==> src/rtl/ssm_pkg.sv <==
// Package for the sorted sequence merge block.
// Holds the data width, the default store depth and the command codes.
// No dependencies.
package ssm_pkg;

    localparam int DATA_W        = 32;
    localparam int DEPTH_DEFAULT = 32;
    localparam int FUNC_W        = 2;

    typedef enum logic [FUNC_W-1:0] {
        FUNC_APPEND_FIRST  = 2'd0,
        FUNC_APPEND_SECOND = 2'd1,
        FUNC_MERGE         = 2'd2
    } func_t;

endpackage

==> src/rtl/ssm_ram.sv <==
// Generic single-write, single-read RAM with a registered read port.
// Depends on nothing.
module ssm_ram #(
    parameter int WIDTH = 32,
    parameter int DEPTH = 32,
    parameter int AW    = 5
) (
    input  logic             clk,
    input  logic             we,
    input  logic [AW-1:0]    waddr,
    input  logic [WIDTH-1:0] wdata,
    input  logic [AW-1:0]    raddr,
    output logic [WIDTH-1:0] rdata
);

    logic [WIDTH-1:0] mem [DEPTH];
    logic [WIDTH-1:0] rdata_reg;

    always_ff @(posedge clk)
    begin
        if (we)
        begin
            mem[waddr] <= wdata;
        end
        rdata_reg <= mem[raddr];
    end

    assign rdata = rdata_reg;

endmodule

==> src/rtl/ssm_seq.sv <==
// Command decoder and merge sequencer with the shared head comparator.
// Uses ssm_pkg; drives the write and read ports of the two element RAMs.
module ssm_seq
    import ssm_pkg::*;
#(
    parameter int DEPTH = DEPTH_DEFAULT,
    parameter int AW    = 5,
    parameter int CW    = 6
) (
    input  logic              clk,
    input  logic              rst_n,
    // request side
    input  logic              in_valid,
    output logic              in_ready,
    input  logic [FUNC_W-1:0] in_func,
    // RAM ports
    output logic              first_we,
    output logic              second_we,
    output logic [AW-1:0]     first_waddr,
    output logic [AW-1:0]     second_waddr,
    output logic [AW-1:0]     first_raddr,
    output logic [AW-1:0]     second_raddr,
    input  logic [DATA_W-1:0] first_rdata,
    input  logic [DATA_W-1:0] second_rdata,
    // result side
    output logic              out_valid,
    input  logic              out_ready,
    output logic [DATA_W-1:0] out_value,
    output logic              out_second,
    output logic              out_last,
    output logic              out_dropped
);

    typedef enum logic [3:0] {
        ST_IDLE  = 4'b0001,
        ST_FETCH = 4'b0010,
        ST_PICK  = 4'b0100,
        ST_SEND  = 4'b1000
    } state_t;

    state_t            state_reg, state_next;
    logic [CW-1:0]     first_cnt_reg, first_cnt_next;
    logic [CW-1:0]     second_cnt_reg, second_cnt_next;
    logic [CW-1:0]     first_idx_reg, first_idx_next;
    logic [CW-1:0]     second_idx_reg, second_idx_next;
    logic              ovf_reg, ovf_next;
    logic [DATA_W-1:0] value_reg;
    logic              second_reg;
    logic              last_reg;

    logic          accept;
    logic          first_full, second_full;
    logic          have_first, have_second, take_first;
    logic [CW-1:0] first_idx_inc, second_idx_inc;

    assign accept      = in_valid && in_ready;
    assign in_ready    = (state_reg == ST_IDLE);
    assign first_full  = (first_cnt_reg == CW'(DEPTH));
    assign second_full = (second_cnt_reg == CW'(DEPTH));

    assign first_we     = accept && (in_func == FUNC_APPEND_FIRST) && !first_full;
    assign second_we    = accept && (in_func == FUNC_APPEND_SECOND) && !second_full;
    assign first_waddr  = first_cnt_reg[AW-1:0];
    assign second_waddr = second_cnt_reg[AW-1:0];
    assign first_raddr  = first_idx_reg[AW-1:0];
    assign second_raddr = second_idx_reg[AW-1:0];

    assign first_idx_inc  = first_idx_reg + CW'(1);
    assign second_idx_inc = second_idx_reg + CW'(1);

    // On a tie the second sequence goes first.
    assign have_first  = (first_idx_reg < first_cnt_reg);
    assign have_second = (second_idx_reg < second_cnt_reg);
    always_comb
    begin
        if (have_first && have_second)
        begin
            take_first = $signed(first_rdata) < $signed(second_rdata);
        end
        else
        begin
            take_first = have_first;
        end
    end

    always_comb
    begin
        state_next      = state_reg;
        first_cnt_next  = first_cnt_reg;
        second_cnt_next = second_cnt_reg;
        first_idx_next  = first_idx_reg;
        second_idx_next = second_idx_reg;
        ovf_next        = ovf_reg;
        unique case (state_reg)
            ST_IDLE:
            begin
                if (accept)
                begin
                    unique case (in_func)
                        FUNC_APPEND_FIRST:
                        begin
                            if (first_full)
                            begin
                                ovf_next = 1'b1;
                            end
                            else
                            begin
                                first_cnt_next = first_cnt_reg + CW'(1);
                            end
                        end
                        FUNC_APPEND_SECOND:
                        begin
                            if (second_full)
                            begin
                                ovf_next = 1'b1;
                            end
                            else
                            begin
                                second_cnt_next = second_cnt_reg + CW'(1);
                            end
                        end
                        FUNC_MERGE:
                        begin
                            first_idx_next  = '0;
                            second_idx_next = '0;
                            if (first_cnt_reg == '0 && second_cnt_reg == '0)
                            begin
                                ovf_next = 1'b0;
                            end
                            else
                            begin
                                state_next = ST_FETCH;
                            end
                        end
                        default:
                        begin
                        end
                    endcase
                end
            end
            ST_FETCH:
            begin
                state_next = ST_PICK;
            end
            ST_PICK:
            begin
                if (take_first)
                begin
                    first_idx_next = first_idx_inc;
                end
                else
                begin
                    second_idx_next = second_idx_inc;
                end
                state_next = ST_SEND;
            end
            ST_SEND:
            begin
                if (out_ready)
                begin
                    if (last_reg)
                    begin
                        first_cnt_next  = '0;
                        second_cnt_next = '0;
                        ovf_next        = 1'b0;
                        state_next      = ST_IDLE;
                    end
                    else
                    begin
                        state_next = ST_FETCH;
                    end
                end
            end
            default:
            begin
                state_next = ST_IDLE;
            end
        endcase
    end

    always_ff @(posedge clk or negedge rst_n)
    begin
        if (!rst_n)
        begin
            state_reg      <= ST_IDLE;
            first_cnt_reg  <= '0;
            second_cnt_reg <= '0;
            first_idx_reg  <= '0;
            second_idx_reg <= '0;
            ovf_reg        <= 1'b0;
        end
        else
        begin
            state_reg      <= state_next;
            first_cnt_reg  <= first_cnt_next;
            second_cnt_reg <= second_cnt_next;
            first_idx_reg  <= first_idx_next;
            second_idx_reg <= second_idx_next;
            ovf_reg        <= ovf_next;
        end
    end

    // The run ends when the pick exhausts both sequences.
    always_ff @(posedge clk)
    begin
        if (state_reg == ST_PICK)
        begin
            value_reg  <= take_first ? first_rdata : second_rdata;
            second_reg <= !take_first;
            if (take_first)
            begin
                last_reg <= (first_idx_inc == first_cnt_reg)
                            && (second_idx_reg == second_cnt_reg);
            end
            else
            begin
                last_reg <= (first_idx_reg == first_cnt_reg)
                            && (second_idx_inc == second_cnt_reg);
            end
        end
    end

    assign out_valid   = (state_reg == ST_SEND);
    assign out_value   = value_reg;
    assign out_second  = second_reg;
    assign out_last    = last_reg;
    assign out_dropped = ovf_reg;

endmodule

==> src/rtl/sorted_sequence_merge.sv <==
// Top level of the sorted sequence merge block.
// Uses ssm_pkg, ssm_ram (two element stores) and ssm_seq (sequencer).
//
// Usage:
// A request on the s_ channel carries a command in s_tuser and a value in
// s_tdata. Commands append to the first or second sequence (no result) or
// merge. A merge emits every stored element on the m_ channel, taking the
// smaller signed head each time (ascending order for sorted sequences); on
// equal heads the second sequence goes first. The final element of the run
// carries m_tlast, and m_tuser[1] reports whether an append was dropped on
// a full sequence since the previous merge. For each element in turn a merge
// reads the RAMs, compares the heads in the shared comparator and then
// outputs the chosen element; a merge of two empty sequences gives no result.
// s_tready is low for the whole merge.
// When the receiver stalls, the current result holds in the output
// register and the sequencer waits. Reset empties both sequences and clears
// the drop flag; the stores themselves are not cleared.
module sorted_sequence_merge
    import ssm_pkg::*;
#(
    parameter int DEPTH = DEPTH_DEFAULT
) (
    input  logic              clk,
    input  logic              rst_n,
    input  logic              s_tvalid,
    output logic              s_tready,
    input  logic [DATA_W-1:0] s_tdata,   // [31:0] value
    input  logic [FUNC_W-1:0] s_tuser,   // [1:0] func
    output logic              m_tvalid,
    input  logic              m_tready,
    output logic [DATA_W-1:0] m_tdata,   // [31:0] merged_value
    output logic              m_tlast,
    output logic [1:0]        m_tuser    // [0] from_second, [1] dropped
);

    localparam int AW = (DEPTH > 1) ? $clog2(DEPTH) : 1;
    localparam int CW = $clog2(DEPTH + 1);

    logic              first_we, second_we;
    logic [AW-1:0]     first_waddr, second_waddr;
    logic [AW-1:0]     first_raddr, second_raddr;
    logic [DATA_W-1:0] first_rdata, second_rdata;
    logic              out_second, out_dropped;

    ssm_ram #(
        .WIDTH (DATA_W),
        .DEPTH (DEPTH),
        .AW    (AW)
    ) u_first_ram (
        .clk   (clk),
        .we    (first_we),
        .waddr (first_waddr),
        .wdata (s_tdata),
        .raddr (first_raddr),
        .rdata (first_rdata)
    );

    ssm_ram #(
        .WIDTH (DATA_W),
        .DEPTH (DEPTH),
        .AW    (AW)
    ) u_second_ram (
        .clk   (clk),
        .we    (second_we),
        .waddr (second_waddr),
        .wdata (s_tdata),
        .raddr (second_raddr),
        .rdata (second_rdata)
    );

    ssm_seq #(
        .DEPTH (DEPTH),
        .AW    (AW),
        .CW    (CW)
    ) u_seq (
        .clk          (clk),
        .rst_n        (rst_n),
        .in_valid     (s_tvalid),
        .in_ready     (s_tready),
        .in_func      (s_tuser),
        .first_we     (first_we),
        .second_we    (second_we),
        .first_waddr  (first_waddr),
        .second_waddr (second_waddr),
        .first_raddr  (first_raddr),
        .second_raddr (second_raddr),
        .first_rdata  (first_rdata),
        .second_rdata (second_rdata),
        .out_valid    (m_tvalid),
        .out_ready    (m_tready),
        .out_value    (m_tdata),
        .out_second   (out_second),
        .out_last     (m_tlast),
        .out_dropped  (out_dropped)
    );

    assign m_tuser = {out_dropped, out_second};

endmodule

==> config.mk <==
export PLATFORM = sky130hd
export DESIGN_NAME = sorted_sequence_merge
export DESIGN_NICKNAME = d
export VERILOG_FILES = /design/src/rtl/ssm_pkg.sv /design/src/rtl/ssm_ram.sv /design/src/rtl/ssm_seq.sv /design/src/rtl/sorted_sequence_merge.sv
export SDC_FILE = /design/constraint.sdc
export NUM_CORES = 2
export LEC_CHECK = 0
export BUFFER_PORTS_ARGS = -buffer_cell sky130_fd_sc_hd__buf_2
export CORE_MARGIN = 5
export CORE_UTILIZATION = 48
export DETAILED_ROUTE_END_ITERATION = 12
export GPL_ROUTABILITY_DRIVEN = 0
export SKIP_LAST_GASP = 1
export SYNTH_ARGS = -nofsm -noshare
export SYNTH_HDL_FRONTEND = slang
export SYNTH_HIERARCHICAL = 1
export SYNTH_SLANG_ARGS = --single-unit
==> constraint.sdc <==
create_clock -name clk -period 5.1 [get_ports clk]
set_input_delay 0.255 -clock clk [delete_from_list [all_inputs] [get_ports clk]]
set_output_delay 0.255 -clock clk [all_outputs]
set_load 0.02 [all_outputs]
==> flow_results.org <==
** STA
- Based on the critical path, the design can be clocked at up to 252 MHz.
- The worst path uses between 70% and 80% of the clock period.
- Final slew viol count :: 0
- Normalized max-slew margin :: 18.4%
- Setup repair after global routing left no endpoint under its margin.
- At the pin with the least slew margin, the transition time is roughly 1.2 ns.
- Across all setup checks in the final design, the least slack found is 1.13 ns.
- Setup skew after layout :: 0.0178 ns
- The hold violation total from the final report is 0.
- Sum of negative setup slack :: 0 ns
- Final setup violating endpoints :: 0
- Post-layout minimum cycle time :: between 3 and 4 ns

** Critical path
- Critical path's top delay family :: simple AND/OR/NAND/NOR gates
- CP most frequent cell :: sky130_fd_sc_hd__nor2_4
- Crit-path max cell delay :: about 0.82 ns
- Crit-path slowest cell :: sky130_fd_sc_hd__nor2_4
- For the worst setup path, the data required time is 5.62 ns.
- Worst-path maximum fanout :: 18
- The worst register-to-register path has a setup slack of 1.13 ns.
- WS Path Type :: register to register
- STA classifies the critical path endpoint as a register.
- The number of buffers and inverters on the critical path is 1.
- Arrival time reported for the critical path endpoint :: 4.48 ns
- Traced cell by cell, the critical path runs through or3b_2 > nor2_1 > nand2_1 > nor2_4 > nand3b_1 > nor2_4 > buf_4.
- Setup crit start kind :: register

** Layout
- Cell area after layout :: 95900 um2
- Nets :: 5215
- The finished layout holds 7673 standard cells, fillers aside.
- For this run, the share of the core covered by cells in the final layout is 53.9%.
- Post-synthesis to final-layout area growth :: 12.1%
- The largest registers in the layout are u_first_ram/mem (1024), u_second_ram/mem (1024).
- Layout cells sized above 1 :: 12.1%
- Fill cells in the final layout number 14000.

** Yosys
- Average size of a mapped cell :: about 17 um2
- Cell type with the highest aggregate area in the netlist :: sky130_fd_sc_hd__edfxtp_1
- Number of unique standard cell types used by synthesis :: 63
- Number of standard cells after synthesis :: 4958
- In this run, synthesis inferred 2082 flip-flops with an integrated enable.
- Top_reg_cell synth :: sky130_fd_sc_hd__edfxtp_1
- After synthesis the cells add up to 85600 um2.
- By area the synthesized netlist is led by sky130_fd_sc_hd__edfxtp_1 73%, sky130_fd_sc_hd__mux2i_1 12%, sky130_fd_sc_hd__a22oi_1 1.7%.
- Sequential area share after synthesis :: between 70% and 80%
- Synthesis Warnings :: 6
- When the netlist entered floorplanning its net count stood at 5048.
- Async set-reset flop share out of synthesis :: 1.33%
- Flops & latches, synth :: 2175
- Share of the synthesized area in the top cell type :: between 70% and 80%

** Die
- After floorplanning, the core was sized to cover 178000 um2.
- Die Area :: about 190000 um2
- The die is between 400 and 500 um tall.
- Once the floorplan was initialized, standard cells occupied 48.1% of the core.
- Width of the die :: 432 um
- Cell Rows :: about 160
- Number of top-level pins :: 75

** Clock tree
- At the later pin of the worst-skew pair, clock insertion delay measures 0.83 ns.
- CTS tree :: yes
- The number of hold buffers added after CTS was 6.
- In this run the number of H-tree levels came out at 4.
- Post-cts gate resize count :: 0
- Clock buffer depth :: 3
- Num CTS Buffers :: about 210
- Setup Buffers After CTS :: 0
- The clock net in this run drives a total of 2175 sinks.
- Master cell of the clock root buffer :: sky130_fd_sc_hd__clkbuf_16
- Clock transition time at the flip-flop clock pins of the worst setup and hold paths :: around 0.060 ns

** Global routing
- Number of global-route vias before repair :: 43400
- Global routing consumed, over all layers together, 22.5% of the routing resources.
- Leftover overflow at the end of global routing :: 0
- The initial antenna violation count is 28.
- Maximum number of pins on one net before global-route repair :: between 100 and 150
- The first global-routing pass estimated a little over 300000 um of wire.

** Pwr
- Summed over all cells, the static leakage comes to approximately 30 nW.
- Worst supply voltage drop on vdd :: 0.000315 V
- Pwr dens :: 407 nW/um2

** Job
- Max Cap Violations :: 0

** Route
- Wires add up to 213000 um.
- DRT antenna net count :: 0
- DRT iter0 DRCs :: 4237
- Number of vias per cell after detailed routing :: 5.79
- In the final routed layout, each cell accounts on average for 27.8 um.
- First-pass iteration count of the detailed router :: 5
- DRC violation count after routing :: 0
- Total number of vias :: 44400

** Outcome
- The flow ran to the end, and the final reports show no timing, DRC or antenna violations.

** Placement
- Timing analysis after detailed placement gives a worst setup slack of 1.17 ns.
- Input/output buffers :: 74
- Area after DPL :: 89100 um2
- Detailed placement ended at an HPWL of approximately 120000 um.
- Number of placed cells counting well taps :: 7261

** Min path
- Path category of the worst min-delay check :: primary input to register
layout make-up:
type	instances	area, um2	area share, %
sequential	2175	64500	67.3
tap	2355	2950	3.07
timing repair buffer	238	1890	1.98
inverter	58	218	0.227
multi-input combinational	2441	19600	20.4
clock buffer	276	5560	5.80
clock inverter	118	1100	1.15
antenna	12	30.0	0.0313
worst register-to-register path, cell delays in order, from the launching register on:
cell,delay [ns]
sky130_fd_sc_hd__dfstp_2,0.55
sky130_fd_sc_hd__or3b_2,0.47
sky130_fd_sc_hd__nor2_1,0.30
sky130_fd_sc_hd__nand2_1,0.19
sky130_fd_sc_hd__nor2_4,0.26
sky130_fd_sc_hd__nand3b_1,0.67
sky130_fd_sc_hd__nor2_4,0.82
sky130_fd_sc_hd__buf_4,0.39
Yosys cell counts, types with 28 or more instances:
master / number
sky130_fd_sc_hd__mux2_4: 32
sky130_fd_sc_hd__nor2_1: 87
sky130_fd_sc_hd__a22oi_1: 192
sky130_fd_sc_hd__buf_2: 56
sky130_fd_sc_hd__clkbuf_1: 92
sky130_fd_sc_hd__ha_1: 52
sky130_fd_sc_hd__dfrtp_1: 28
sky130_fd_sc_hd__nor3_1: 66
sky130_fd_sc_hd__dfxtp_1: 64
sky130_fd_sc_hd__inv_1: 57
sky130_fd_sc_hd__a22o_1: 129
sky130_fd_sc_hd__edfxtp_1: 2082
sky130_fd_sc_hd__a31oi_1: 70
sky130_fd_sc_hd__buf_4: 90
sky130_fd_sc_hd__mux2i_1: 1026
sky130_fd_sc_hd__buf_6: 33
sky130_fd_sc_hd__nand3_1: 209
sky130_fd_sc_hd__nand2_1: 230
sky130_fd_sc_hd__a21oi_1: 213
cells in the final DEF, fill, tap and decap left out, types with 57 or more instances in the layout:
cell type and instances:
sky130_fd_sc_hd__buf_2 73, sky130_fd_sc_hd__inv_1 57, sky130_fd_sc_hd__edfxtp_1 2082, sky130_fd_sc_hd__a22oi_1 192, sky130_fd_sc_hd__buf_4 137, sky130_fd_sc_hd__clkbuf_16 211
sky130_fd_sc_hd__nor3_1 66, sky130_fd_sc_hd__mux2i_1 1026, sky130_fd_sc_hd__a22o_1 129, sky130_fd_sc_hd__clkbuf_1 61, sky130_fd_sc_hd__nor2_4 67, sky130_fd_sc_hd__dfxtp_1 64
sky130_fd_sc_hd__nand3_1 209, sky130_fd_sc_hd__a21oi_1 213, sky130_fd_sc_hd__a31oi_1 70, sky130_fd_sc_hd__nand2_1 230
path summary, 6_finish.rpt:
check	startpoint	endpoint	cells past startpoint
min reg2reg	u_seq/state_reg[2]$_DFFE_PN0P_	u_seq/state_reg[2]$_DFFE_PN0P_	1
min in group asynchronous	rst_n	u_seq/second_idx_reg[0]$_DFFE_PN0P_	2
min	s_tdata[10]	u_first_ram/mem[30][10]$_DFFE_PP_	1
max reg2reg	u_seq/state_reg[0]$_DFFE_PN1P_	u_second_ram/mem[13][9]$_DFFE_PP_	7
max in group asynchronous	rst_n	u_seq/first_idx_reg[0]$_DFFE_PN0P_	2
max	u_seq/state_reg[0]$_DFFE_PN1P_	u_second_ram/mem[13][9]$_DFFE_PP_	7
layer usage:
layer  global-route usage (%)  up-vias  share of wire, %
met5                        0        -                 0
met4                     6.88        0               2.9
met1                     31.1    23000                42
li1                         -    19800                 -
met2                     37.4     1336                49
met3                     3.23      282               5.6
power breakdown:
group	leakage (nW)	switching, W	internal [W]
registers	19.6	0.000231	0.0199
clock network	3.24	0.00654	0.00850
logic	7.45	0.00237	0.00151
cell families after synthesis:
group | share of synthesized area [%]
AO/OA/AOI/OAI | 5.18
XOR/XNOR | 0.225
adder cells (fa/ha/maj) | 0.760
buffers and inverters | 2.28
flip-flops | 75.4
multiplexers | 12.6
AND/OR/NAND/NOR | 3.55
through the flow:
| stage | total power, W | hold WS (ns) |
|---|---|---|
| detailed placement | 0.0244 | 0.351 |
| global route | 0.0404 | 0.0937 |
| CTS | 0.0393 | 0.0732 |
| global placement | 0.0244 | 0.340 |
| floorplan | 0.0232 | -0.0406 |
| finish | 0.0390 | 0.0970 |
No activity file was read; power rests on OpenSTA's default activity.
